==> src/rtl/core/mp4bs_pkg.sv <==
package mp4bs_pkg;

    // Scan phase of the box walker.
    typedef enum logic [1:0] {
        PH_HEADER  = 2'd0,
        PH_LARGE   = 2'd1,
        PH_PAYLOAD = 2'd2,
        PH_ERROR   = 2'd3
    } phase_t;

    // Result status codes.
    typedef enum logic [2:0] {
        ST_OK        = 3'd0,
        ST_SIZE_ZERO = 3'd1,
        ST_TOO_SMALL = 3'd2,
        ST_TOO_LARGE = 3'd3,
        ST_BAD_TYPE  = 3'd4,
        ST_TRUNCATED = 3'd5
    } status_t;

    // Configuration register indexes.
    localparam int CFG_INDEX_W = 2;
    typedef enum logic [CFG_INDEX_W-1:0] {
        REG_CHECK_TOP_LEVEL = 2'd0,
        REG_MAX_BOX_SIZE    = 2'd1
    } cfg_reg_t;

    localparam int SIZE_W = 31;
    localparam int TYPE_W = 32;
    localparam int HLEN_W = 5;

    localparam logic [HLEN_W-1:0] HLEN_COMPACT = 5'd8;
    localparam logic [HLEN_W-1:0] HLEN_LARGE   = 5'd16;
    localparam logic [SIZE_W-1:0] MAX_SIZE_RESET = 31'h7FFF_FFFF;

    // Output queue depth: room for the two results one byte can cause, plus slack.
    localparam int FIFO_DEPTH = 4;
    localparam int FIFO_PTR_W = 2;
    localparam int FIFO_CNT_W = 3;

    typedef struct packed {
        logic [TYPE_W-1:0] box_type;
        logic [SIZE_W-1:0] total_size;
        logic [HLEN_W-1:0] header_length;
        status_t           status;
        logic              end_report;
        logic              last_in_run;
    } result_t;

    // True for the fifteen legal top-level box codes.
    function automatic logic type_is_legal(input logic [TYPE_W-1:0] code);
        logic hit;
        case (code) inside
            32'h6674_7970, 32'h7064_696E, 32'h626C_6F63, 32'h6D6F_6F76,
            32'h6D6F_6F66, 32'h6D66_7261, 32'h6D64_6174, 32'h6672_6565,
            32'h736B_6970, 32'h6D65_7461, 32'h6D65_636F, 32'h7374_7970,
            32'h7369_6478, 32'h7373_6978, 32'h7072_6674: hit = 1'b1;
            default: hit = 1'b0;
        endcase
        return hit;
    endfunction

endpackage

==> src/rtl/core/mp4bs_byte_if.sv <==
interface mp4bs_byte_if;
    logic       valid;
    logic       ready;
    logic [7:0] data_byte;
    logic       last_byte;

    modport source (output valid, output data_byte, output last_byte, input ready);
    modport sink (input valid, input data_byte, input last_byte, output ready);
endinterface

==> src/rtl/core/mp4bs_result_if.sv <==
interface mp4bs_result_if;
    logic                             valid;
    logic                             ready;
    logic [mp4bs_pkg::TYPE_W-1:0]     box_type;
    logic [mp4bs_pkg::SIZE_W-1:0]     total_size;
    logic [mp4bs_pkg::HLEN_W-1:0]     header_length;
    mp4bs_pkg::status_t               status;
    logic                             end_report;
    logic                             last_in_run;

    modport source (
        output valid, output box_type, output total_size, output header_length,
        output status, output end_report, output last_in_run, input ready
    );
    modport sink (
        input valid, input box_type, input total_size, input header_length,
        input status, input end_report, input last_in_run, output ready
    );
endinterface

==> src/rtl/core/mp4bs_cfg_if.sv <==
interface mp4bs_cfg_if;
    logic                              valid;
    logic                              ready;
    logic [mp4bs_pkg::CFG_INDEX_W-1:0] index;
    logic [mp4bs_pkg::SIZE_W-1:0]      wdata;

    modport source (output valid, output index, output wdata, input ready);
    modport sink (input valid, input index, input wdata, output ready);
endinterface

==> src/rtl/core/mp4_box_header_scanner_unit.sv <==
// Box header scanner for an MP4 (ISO base media) byte stream.
// The data channel carries one byte of a buffer per transfer; last_byte marks
// the final byte. For every complete box header the result channel gives one
// header report (type, size, header length, status). On the final byte it
// also gives an end report, clean or truncated, after any header report.
// The cfg channel writes check_top_level (index 0) and max_box_size (index 1);
// it is always ready and should only be used while the scanner is idle.
// Throughput: one byte per cycle while the queue has room. A byte is held in
// an input stage register and its results then enter a four-entry result
// queue, from which the first result of a byte can transfer. A byte that
// causes two results takes two result transfers; the data channel stalls only
// when the queue has fewer than two free entries.
// When the result receiver stalls, results wait in the queue and the data
// channel drops ready once the queue has fewer than two free entries.
// Reset clears the scan state, empties the queue and sets check_top_level to 1
// and max_box_size to 2147483647. After each final byte the scan state returns
// to its reset value; configuration values are kept.
module mp4_box_header_scanner_unit (
    input  logic                  clk,
    input  logic                  rst_n,
    mp4bs_byte_if.sink            data,
    mp4bs_cfg_if.sink             cfg,
    mp4bs_result_if.source        result
);

    // Configuration registers.
    logic                         check_reg;
    logic [mp4bs_pkg::SIZE_W-1:0] max_size_reg;

    // Input stage.
    logic       stage_valid_reg;
    logic [7:0] stage_byte_reg;
    logic       stage_last_reg;

    // Scan state.
    mp4bs_pkg::phase_t            phase_reg, phase_next, phase_mid;
    logic [3:0]                   hbc_reg, hbc_next;
    logic [mp4bs_pkg::SIZE_W-1:0] size_low_reg, size_low_next;
    logic                         size_hi_reg, size_hi_next;
    logic [mp4bs_pkg::TYPE_W-1:0] type_reg, type_next;
    logic [mp4bs_pkg::SIZE_W-1:0] rem_reg, rem_next;

    // Result queue.
    mp4bs_pkg::result_t               fifo_reg [mp4bs_pkg::FIFO_DEPTH];
    logic [mp4bs_pkg::FIFO_PTR_W-1:0] wr_ptr_reg, rd_ptr_reg;
    logic [mp4bs_pkg::FIFO_CNT_W-1:0] count_reg;

    logic advance;
    logic pop;

    // Decode of the current byte against the header fields.
    logic [mp4bs_pkg::SIZE_W-1:0] size_low_shift;
    logic                         size_hi_shift;
    logic [mp4bs_pkg::TYPE_W-1:0] type_shift;
    logic                         at_size_done;
    logic                         at_large_done;
    logic                         size_zero;
    logic                         size_one;
    logic [mp4bs_pkg::SIZE_W-1:0] fin_size;
    logic                         fin_hi;
    logic [mp4bs_pkg::HLEN_W-1:0] fin_hlen;
    logic [mp4bs_pkg::TYPE_W-1:0] fin_type;
    mp4bs_pkg::status_t           fin_status;
    logic [mp4bs_pkg::SIZE_W-1:0] rem_calc;
    logic                         hdr_report;
    mp4bs_pkg::status_t           hdr_status;
    mp4bs_pkg::result_t           hdr_res;
    mp4bs_pkg::result_t           end_res;
    mp4bs_pkg::status_t           end_status;
    logic [1:0]                   push_cnt;

    // Handshakes.
    assign advance    = stage_valid_reg
                        && (count_reg <= mp4bs_pkg::FIFO_CNT_W'(mp4bs_pkg::FIFO_DEPTH - 2));
    assign data.ready = !stage_valid_reg || advance;
    assign cfg.ready  = 1'b1;
    assign pop        = result.valid && result.ready;

    // Configuration writes.
    always_ff @(posedge clk or negedge rst_n)
    begin
        if (!rst_n)
        begin
            check_reg    <= 1'b1;
            max_size_reg <= mp4bs_pkg::MAX_SIZE_RESET;
        end
        else if (cfg.valid)
        begin
            unique case (cfg.index)
                mp4bs_pkg::REG_CHECK_TOP_LEVEL: check_reg    <= cfg.wdata[0];
                mp4bs_pkg::REG_MAX_BOX_SIZE:    max_size_reg <= cfg.wdata;
                default: ;
            endcase
        end
    end

    // Input stage register.
    always_ff @(posedge clk or negedge rst_n)
    begin
        if (!rst_n)
        begin
            stage_valid_reg <= 1'b0;
        end
        else if (data.ready)
        begin
            stage_valid_reg <= data.valid;
        end
    end

    always_ff @(posedge clk)
    begin
        if (data.valid && data.ready)
        begin
            stage_byte_reg <= data.data_byte;
            stage_last_reg <= data.last_byte;
        end
    end

    // Shifted views of the size and type with the current byte.
    assign size_low_shift = {size_low_reg[22:0], stage_byte_reg};
    assign size_hi_shift  = size_hi_reg || (size_low_reg[30:23] != 8'd0);
    assign type_shift     = {type_reg[23:0], stage_byte_reg};
    assign at_size_done   = (phase_reg == mp4bs_pkg::PH_HEADER) && (hbc_reg == 4'd7);
    assign at_large_done  = (phase_reg == mp4bs_pkg::PH_LARGE) && (hbc_reg == 4'd15);
    assign size_zero      = !size_hi_reg && (size_low_reg == '0);
    assign size_one       = !size_hi_reg && (size_low_reg == mp4bs_pkg::SIZE_W'(1));

    // Complete header: a compact header checks the stored size with the new
    // type; a large header checks the new size with the stored type.
    assign fin_size = at_large_done ? size_low_shift : size_low_reg;
    assign fin_hi   = at_large_done ? size_hi_shift : size_hi_reg;
    assign fin_hlen = at_large_done ? mp4bs_pkg::HLEN_LARGE : mp4bs_pkg::HLEN_COMPACT;
    assign fin_type = at_large_done ? type_reg : type_shift;
    assign rem_calc = fin_size - mp4bs_pkg::SIZE_W'(fin_hlen);

    // Size checks come before the type check.
    always_comb
    begin
        if (!fin_hi && (fin_size < mp4bs_pkg::SIZE_W'(fin_hlen)))
            fin_status = mp4bs_pkg::ST_TOO_SMALL;
        else if (fin_hi || (fin_size > max_size_reg))
            fin_status = mp4bs_pkg::ST_TOO_LARGE;
        else if (check_reg && !mp4bs_pkg::type_is_legal(fin_type))
            fin_status = mp4bs_pkg::ST_BAD_TYPE;
        else
            fin_status = mp4bs_pkg::ST_OK;
    end

    assign hdr_report = (at_size_done && !size_one) || at_large_done;
    assign hdr_status = (at_size_done && size_zero) ? mp4bs_pkg::ST_SIZE_ZERO : fin_status;

    // Next phase.
    always_comb
    begin
        phase_mid = phase_reg;
        unique case (phase_reg)
            mp4bs_pkg::PH_HEADER:
            begin
                if (hbc_reg == 4'd7)
                begin
                    if (size_zero || (!size_one && fin_status != mp4bs_pkg::ST_OK))
                        phase_mid = mp4bs_pkg::PH_ERROR;
                    else if (size_one)
                        phase_mid = mp4bs_pkg::PH_LARGE;
                    else if (rem_calc == '0)
                        phase_mid = mp4bs_pkg::PH_HEADER;
                    else
                        phase_mid = mp4bs_pkg::PH_PAYLOAD;
                end
            end
            mp4bs_pkg::PH_LARGE:
            begin
                if (hbc_reg == 4'd15)
                begin
                    if (fin_status != mp4bs_pkg::ST_OK)
                        phase_mid = mp4bs_pkg::PH_ERROR;
                    else if (rem_calc == '0)
                        phase_mid = mp4bs_pkg::PH_HEADER;
                    else
                        phase_mid = mp4bs_pkg::PH_PAYLOAD;
                end
            end
            mp4bs_pkg::PH_PAYLOAD:
            begin
                if (rem_reg <= mp4bs_pkg::SIZE_W'(1))
                    phase_mid = mp4bs_pkg::PH_HEADER;
            end
            mp4bs_pkg::PH_ERROR: phase_mid = mp4bs_pkg::PH_ERROR;
            default: phase_mid = phase_reg;
        endcase

        if (!advance)
            phase_next = phase_reg;
        else if (stage_last_reg)
            phase_next = mp4bs_pkg::PH_HEADER;
        else
            phase_next = phase_mid;
    end

    // Counters, shift registers and results.
    always_comb
    begin
        hbc_next      = hbc_reg;
        size_low_next = size_low_reg;
        size_hi_next  = size_hi_reg;
        type_next     = type_reg;
        rem_next      = rem_reg;

        unique case (phase_reg)
            mp4bs_pkg::PH_HEADER:
            begin
                if (hbc_reg < 4'd4)
                begin
                    size_low_next = size_low_shift;
                    size_hi_next  = size_hi_shift;
                end
                else
                begin
                    type_next = type_shift;
                end
                if (hbc_reg == 4'd7)
                begin
                    hbc_next      = size_one ? 4'd8 : 4'd0;
                    size_low_next = '0;
                    size_hi_next  = 1'b0;
                    if (!size_zero && !size_one && fin_status == mp4bs_pkg::ST_OK)
                        rem_next = rem_calc;
                end
                else
                begin
                    hbc_next = hbc_reg + 4'd1;
                end
            end
            mp4bs_pkg::PH_LARGE:
            begin
                if (hbc_reg == 4'd15)
                begin
                    hbc_next      = 4'd0;
                    size_low_next = '0;
                    size_hi_next  = 1'b0;
                    if (fin_status == mp4bs_pkg::ST_OK)
                        rem_next = rem_calc;
                end
                else
                begin
                    hbc_next      = hbc_reg + 4'd1;
                    size_low_next = size_low_shift;
                    size_hi_next  = size_hi_shift;
                end
            end
            mp4bs_pkg::PH_PAYLOAD:
            begin
                if (rem_reg != '0)
                    rem_next = rem_reg - mp4bs_pkg::SIZE_W'(1);
            end
            mp4bs_pkg::PH_ERROR: ;
            default: ;
        endcase

        // Truncated when the final byte leaves a header or payload open.
        if ((phase_mid == mp4bs_pkg::PH_LARGE) || (phase_mid == mp4bs_pkg::PH_PAYLOAD)
            || ((phase_mid == mp4bs_pkg::PH_HEADER) && (hbc_next != 4'd0)))
            end_status = mp4bs_pkg::ST_TRUNCATED;
        else
            end_status = mp4bs_pkg::ST_OK;

        if (stage_last_reg)
        begin
            hbc_next      = 4'd0;
            size_low_next = '0;
            size_hi_next  = 1'b0;
            rem_next      = '0;
        end

        hdr_res.box_type      = fin_type;
        hdr_res.total_size    = (hdr_status == mp4bs_pkg::ST_OK) ? fin_size : '0;
        hdr_res.header_length = fin_hlen;
        hdr_res.status        = hdr_status;
        hdr_res.end_report    = 1'b0;
        hdr_res.last_in_run   = !stage_last_reg;

        end_res.box_type      = '0;
        end_res.total_size    = '0;
        end_res.header_length = '0;
        end_res.status        = end_status;
        end_res.end_report    = 1'b1;
        end_res.last_in_run   = 1'b1;

        push_cnt = advance ? ({1'b0, hdr_report} + {1'b0, stage_last_reg}) : 2'd0;
    end

    always_ff @(posedge clk or negedge rst_n)
    begin
        if (!rst_n)
        begin
            phase_reg    <= mp4bs_pkg::PH_HEADER;
            hbc_reg      <= 4'd0;
            size_low_reg <= '0;
            size_hi_reg  <= 1'b0;
            rem_reg      <= '0;
        end
        else if (advance)
        begin
            phase_reg    <= phase_next;
            hbc_reg      <= hbc_next;
            size_low_reg <= size_low_next;
            size_hi_reg  <= size_hi_next;
            rem_reg      <= rem_next;
        end
    end

    // The type is always fully refilled before it is reported.
    always_ff @(posedge clk)
    begin
        if (advance)
            type_reg <= type_next;
    end

    // Result queue: up to two entries written per cycle, one read.
    always_ff @(posedge clk)
    begin
        if (push_cnt != 2'd0)
            fifo_reg[wr_ptr_reg] <= hdr_report ? hdr_res : end_res;
        if (push_cnt == 2'd2)
            fifo_reg[wr_ptr_reg + mp4bs_pkg::FIFO_PTR_W'(1)] <= end_res;
    end

    always_ff @(posedge clk or negedge rst_n)
    begin
        if (!rst_n)
        begin
            wr_ptr_reg <= '0;
            rd_ptr_reg <= '0;
            count_reg  <= '0;
        end
        else
        begin
            wr_ptr_reg <= wr_ptr_reg + mp4bs_pkg::FIFO_PTR_W'(push_cnt);
            rd_ptr_reg <= rd_ptr_reg + mp4bs_pkg::FIFO_PTR_W'(pop);
            count_reg  <= count_reg + mp4bs_pkg::FIFO_CNT_W'(push_cnt)
                          - mp4bs_pkg::FIFO_CNT_W'(pop);
        end
    end

    // Result channel.
    assign result.valid         = (count_reg != '0);
    assign result.box_type      = fifo_reg[rd_ptr_reg].box_type;
    assign result.total_size    = fifo_reg[rd_ptr_reg].total_size;
    assign result.header_length = fifo_reg[rd_ptr_reg].header_length;
    assign result.status        = fifo_reg[rd_ptr_reg].status;
    assign result.end_report    = fifo_reg[rd_ptr_reg].end_report;
    assign result.last_in_run   = fifo_reg[rd_ptr_reg].last_in_run;

    // The queue never overflows.
    assert property (@(posedge clk) disable iff (!rst_n)
        count_reg <= mp4bs_pkg::FIFO_CNT_W'(mp4bs_pkg::FIFO_DEPTH))
        else $error("result queue overflow");

    // No header report is produced while skipping after an error.
    assert property (@(posedge clk) disable iff (!rst_n)
        (advance && phase_reg == mp4bs_pkg::PH_ERROR) |-> !hdr_report)
        else $error("header report in error phase");

    // The final byte always leaves the scanner at the start of a new buffer.
    assert property (@(posedge clk) disable iff (!rst_n)
        (advance && stage_last_reg)
        |=> (phase_reg == mp4bs_pkg::PH_HEADER && hbc_reg == 4'd0 && rem_reg == '0))
        else $error("scan state not cleared after final byte");

    // Payload phase always has bytes left to skip.
    assert property (@(posedge clk) disable iff (!rst_n)
        (phase_reg == mp4bs_pkg::PH_PAYLOAD) |-> (rem_reg != '0))
        else $error("payload phase with nothing remaining");

    // An end report always closes the run of its byte.
    assert property (@(posedge clk) disable iff (!rst_n)
        (result.valid && result.end_report) |-> result.last_in_run)
        else $error("end report not marked last in run");

endmodule

==> src/flat_wrapper.sv <==
// flat-port wrapper written by rule: the top's interface ports become plain ports
module mp4_box_header_scanner_unit_flat 
  (clk, rst_n, data_valid, data_data_byte, data_last_byte, data_ready, cfg_valid, cfg_index, cfg_wdata, cfg_ready, result_valid, result_box_type, result_total_size, result_header_length, result_status, result_end_report, result_last_in_run, result_ready);
  mp4bs_byte_if data_i ();
  mp4bs_cfg_if cfg_i ();
  mp4bs_result_if result_i ();
  input  logic clk;
  input  logic rst_n;
  input wire logic [$bits(data_i.valid)-1:0] data_valid;
  input wire logic [$bits(data_i.data_byte)-1:0] data_data_byte;
  input wire logic [$bits(data_i.last_byte)-1:0] data_last_byte;
  output wire logic [$bits(data_i.ready)-1:0] data_ready;
  input wire logic [$bits(cfg_i.valid)-1:0] cfg_valid;
  input wire logic [$bits(cfg_i.index)-1:0] cfg_index;
  input wire logic [$bits(cfg_i.wdata)-1:0] cfg_wdata;
  output wire logic [$bits(cfg_i.ready)-1:0] cfg_ready;
  output wire logic [$bits(result_i.valid)-1:0] result_valid;
  output wire logic [$bits(result_i.box_type)-1:0] result_box_type;
  output wire logic [$bits(result_i.total_size)-1:0] result_total_size;
  output wire logic [$bits(result_i.header_length)-1:0] result_header_length;
  output wire logic [$bits(result_i.status)-1:0] result_status;
  output wire logic [$bits(result_i.end_report)-1:0] result_end_report;
  output wire logic [$bits(result_i.last_in_run)-1:0] result_last_in_run;
  input wire logic [$bits(result_i.ready)-1:0] result_ready;
  assign data_i.valid = data_valid;
  assign data_i.data_byte = data_data_byte;
  assign data_i.last_byte = data_last_byte;
  assign data_ready = data_i.ready;
  assign cfg_i.valid = cfg_valid;
  assign cfg_i.index = cfg_index;
  assign cfg_i.wdata = cfg_wdata;
  assign cfg_ready = cfg_i.ready;
  assign result_valid = result_i.valid;
  assign result_box_type = result_i.box_type;
  assign result_total_size = result_i.total_size;
  assign result_header_length = result_i.header_length;
  assign result_status = result_i.status;
  assign result_end_report = result_i.end_report;
  assign result_last_in_run = result_i.last_in_run;
  assign result_i.ready = result_ready;
  mp4_box_header_scanner_unit u_core (.clk(clk), .rst_n(rst_n), .data(data_i), .cfg(cfg_i), .result(result_i));
endmodule
==> config.mk <==
export PLATFORM = sky130hd
export DESIGN_NAME = mp4_box_header_scanner_unit_flat
export DESIGN_NICKNAME = d
export VERILOG_FILES = /design/src/rtl/core/mp4bs_pkg.sv /design/src/rtl/core/mp4bs_byte_if.sv /design/src/rtl/core/mp4bs_result_if.sv /design/src/rtl/core/mp4bs_cfg_if.sv /design/src/rtl/core/mp4_box_header_scanner_unit.sv /design/src/flat_wrapper.sv
export SDC_FILE = /design/constraint.sdc
export NUM_CORES = 1
export LEC_CHECK = 0
export ABC_AREA = 1
export BUFFER_PORTS_ARGS = -buffer_cell sky130_fd_sc_hd__clkbuf_2
export CAP_MARGIN = 20
export CORE_MARGIN = 5
export CORE_UTILIZATION = 53
export CTS_CLUSTER_DIAMETER = 30
export DETAILED_ROUTE_END_ITERATION = 12
export PLACE_DENSITY = 0.74
export SETUP_SLACK_MARGIN = 0.2
export SLEW_MARGIN = 5
export SYNTH_ARGS = -nofsm -noshare
export SYNTH_HDL_FRONTEND = slang
export SYNTH_SLANG_ARGS = --single-unit
==> constraint.sdc <==
create_clock -name clk -period 4.45 [get_ports clk]
set_input_delay 0.2225 -clock clk [delete_from_list [all_inputs] [get_ports clk]]
set_output_delay 0.2225 -clock clk [all_outputs]
set_load 0.005 [all_outputs]
==> results.txt <==
TritonCTS built the clock tree. After floorplanning, the core was divided into 74 placement rows. Buffers inserted during clock tree synthesis total 92.

Final total negative setup slack: 0 ns. 0 antenna diodes ended up in the layout. Compared with the post-synthesis result, the final layout area differs by 27.2%.

For the final weighted congestion in routability-driven placement, the log shows 0.982. The overall fraction of global-route tracks in use was 30.9%. At the pin with the least slew margin, the transition time is 1.05 ns. The filler cells instantiated in the layout total 3322.

The x dimension of the die came out at 213 um. The critical path starts at u_core.hbc_reg[0]. Measured against its own limit, the worst slew margin works out to 30.1%. Broken down by cell family, the worst path's largest delay share belongs to simple AND/OR/NAND/NOR gates.

In this run the most critical hold path is launched from result_ready. The clock passes through at most 3 buffers. For the worst-skew pair, the clock arrives at the later sink with an insertion delay of 0.64 ns.

The worst-path maximum fanout was 7; the achievable clock frequency was 233 MHz. Part of the cycle the worst path needs: 96.5%. The most common library cell in the layout ignoring fill and taps is nand2_1. The worst setup path is launched from a flip-flop. The completed layout was analyzed and its total power is 21.0 mW. The tools report the final hold violation count as 0. The final critical-path required period was 4.30 ns.

Setup repair after global routing could not meet its margin everywhere. The startpoint identified for the worst register-to-register timing path is u_core.hbc_reg[0]. The root buffer cell chosen for the clock tree is clkbuf_16. The tools report the number of library cell types mapped by synthesis as 51. The slowest stage of the critical path belongs to the cell dfrtp_1. For the post-layout utilization of the core, the log shows 68.1%.

Data on the critical path is required at its endpoint by 4.83 ns. Counting flops with a built-in enable in the synthesized netlist gives 49. The H-tree depth was 3; the total length of routed wires was 71200 um. Port buffering added 118 buffers. Counting both buffers and inverters, the worst setup path holds a total of 4. The aggregate global routing overflow is 0.

The startpoint-to-endpoint class of the critical path was reg -> reg. The run gives 45300 um2 as the floorplan die area. The run gives 0.169 ns as the final hold slack. The tools report the number of global-route vias before repair as 21.6k. By area the synthesized netlist is led by dfxtp_1 (25%), nand2_1 (15%), o21ai_0 (9.2%), dfrtp_1 (8.8%), edfxtp_1 (6.8%). The net count of the finished layout is 3393. After synthesis, flip-flops and latches occupy 44.4% of the total area.

The most used flip-flop cell after synthesis is dfxtp_1. After detailed routing, the number of vias per cell comes to 5.65. The clock arrives with 0.0515 ns of skew.

The total setup violations reported at the end of the flow came out at 0. The HPWL after detailed placement is 46400 um. In this run the cell area of the synthesized design comes to 21800 um2. The detail route stage leaves a number of antenna-violating nets equal to 0. Cells with a size suffix above 1 make up 17.1% of the layout. Fraction of post-synthesis cell area in the top cell type by area: 25.0%. Across the run, the number of max-cap violations was 0. Number of slew-limit violations in the final report: 0.

The tools report the DRC violation count after routing as 0. The logs give 0.368 mV for the peak ir drop on the vdd network and 2348 for the count of routing violations after the opening detailed-route iteration. The routed layout has 22.1k vias. In this run the static leakage power is 12.4 nW.

The areal power density over the cells was 756 nW/um2; the per-instance average area after synthesis was 7.13 um2. The average wire per standard cell is 18.2 um, and the number of synthesis warnings is 0. The initial antenna violation count is 1. The cell that appears most often on the critical path is nand2_1. In the synthesized netlist, the number of instances is 3056. The largest net degree at the start of global routing came out at 101. The first TritonRoute pass finished after 7 iterations.

For the critical path arrival, the log shows 4.68 ns. The run gives 113000 um as the global-route wire length before repair. Leaving out fill and tap cells, the most frequent cells in the layout are nand2_1 (865), o21ai_0 (391), nor2_1 (354), dfxtp_1 (272), inv_1 (210). STA classifies the critical path endpoint as a flip-flop. The die height came out at 213 um. On the worst path, the slowest cell contributes a delay of 0.40 ns.

The register with the most flip-flops in the layout has 280 of them. The register bit count reported by yosys was 430. The initial standard-cell utilization of the core was 53.5%; the clock-pin transition on the worst setup and hold timing paths was 0.05 ns. The min-delay analysis places its worst path in the category in -> reg.

For the post-route cell area, the log shows 27700 um2. Most area-hungry cell type in the Yosys netlist: dfxtp_1. The flow ran to the end, and the final reports show no timing, DRC or antenna violations. Counting every sink on the clock net gives 430. Proportion of register bits with asynchronous set or reset after synthesis: 25.3%. The placed instance area came out at 23300 um2.

The area inside the core boundary is 40700 um2. During I/O placement, the number of pins put on the boundary was 123.
[power breakdown]
part,internal (mW),switching (mW)
clock,4.76,2.34
sequential,4.49,0.550
combinational,3.12,5.69
[cell usage after synthesis (all sizes together), types with 4 or more instances]
master,n
a21oi,65
buf,64
clkbuf,105
dfrtp,77
dfstp,32
dfxtp,272
edfxtp,49
ha,41
inv,232
nand2,883
nand3,118
nand3b,5
nand4,27
nor2,379
nor3,26
nor4,6
o211ai,23
o21a,7
o21ai,511
o22ai,75
o31ai,4
xnor2,10
xor2,19
[final timing paths]
kind,cells past startpoint,slack (ns),end
max,28,0.15,u_core.fifo_reg[3][4]
min,3,0.17,u_core.rd_ptr_reg[0]
max reg2reg,28,0.15,u_core.fifo_reg[3][4]
min reg2reg,2,0.45,u_core.fifo_reg[1][47]
max in group asynchronous,3,2.93,u_core.rd_ptr_reg[0]
min in group asynchronous,2,0.24,u_core.rem_reg[20]
[area by class of cell]
type	instances	area (um2)	share of cell area [%]
clock buffer	118	2560	9.24
clock inverter	52	738	2.66
inverter	233	876	3.16
multi-input combinational	2226	10800	38.8
sequential	430	9690	35.0
tap	532	666	2.40
timing repair buffer	321	2440	8.81
[stage by stage]
step	instances	setup slack [ns]
CTS	3893	0.0885
global route	3912	-0.0387
detailed placement	3652	-0.0744
global placement	3652	0.124
finish	3912	0.154
floorplan	3058	0.211
[routing by layer]
metal	part of all wire [%]	track usage [%]	up-vias
li1	-	-	10541
met1	42	41.9	10444
met2	46	48.8	979
met3	9.7	7.63	121
met4	2.2	10.5	2
met5	0.018	0	-
[cells by family (layout without fill, tap and decap cells)]
family,count (synthesis),after routing,share of synthesized area (%)
DFF,430,430,44.4
muxes,2,2,0.103
xor gates and xnor gates,29,29,1.17
AOI/OAI and AO/OA,701,701,17.3
adders and majority gates,42,42,2.45
and+or+nand+nor,1448,1448,26.8
other,2,4,0.0345
buffers and inverters,402,724,7.71
[worst min-delay path, stage by stage]
cell	delay [ns]
clkbuf_2	0.10
a21boi_0	0.15
ha_1	0.28
[repair_timing]
item                       4_1_cts  5_1_grt
hold endpoints to repair        71        0
hold buffers                    44        0
pin swaps                       14       35
buffers inserted                27       18
setup endpoints to repair       14      151
resized for setup               32       59
Power figures use the tool's default switching activity.
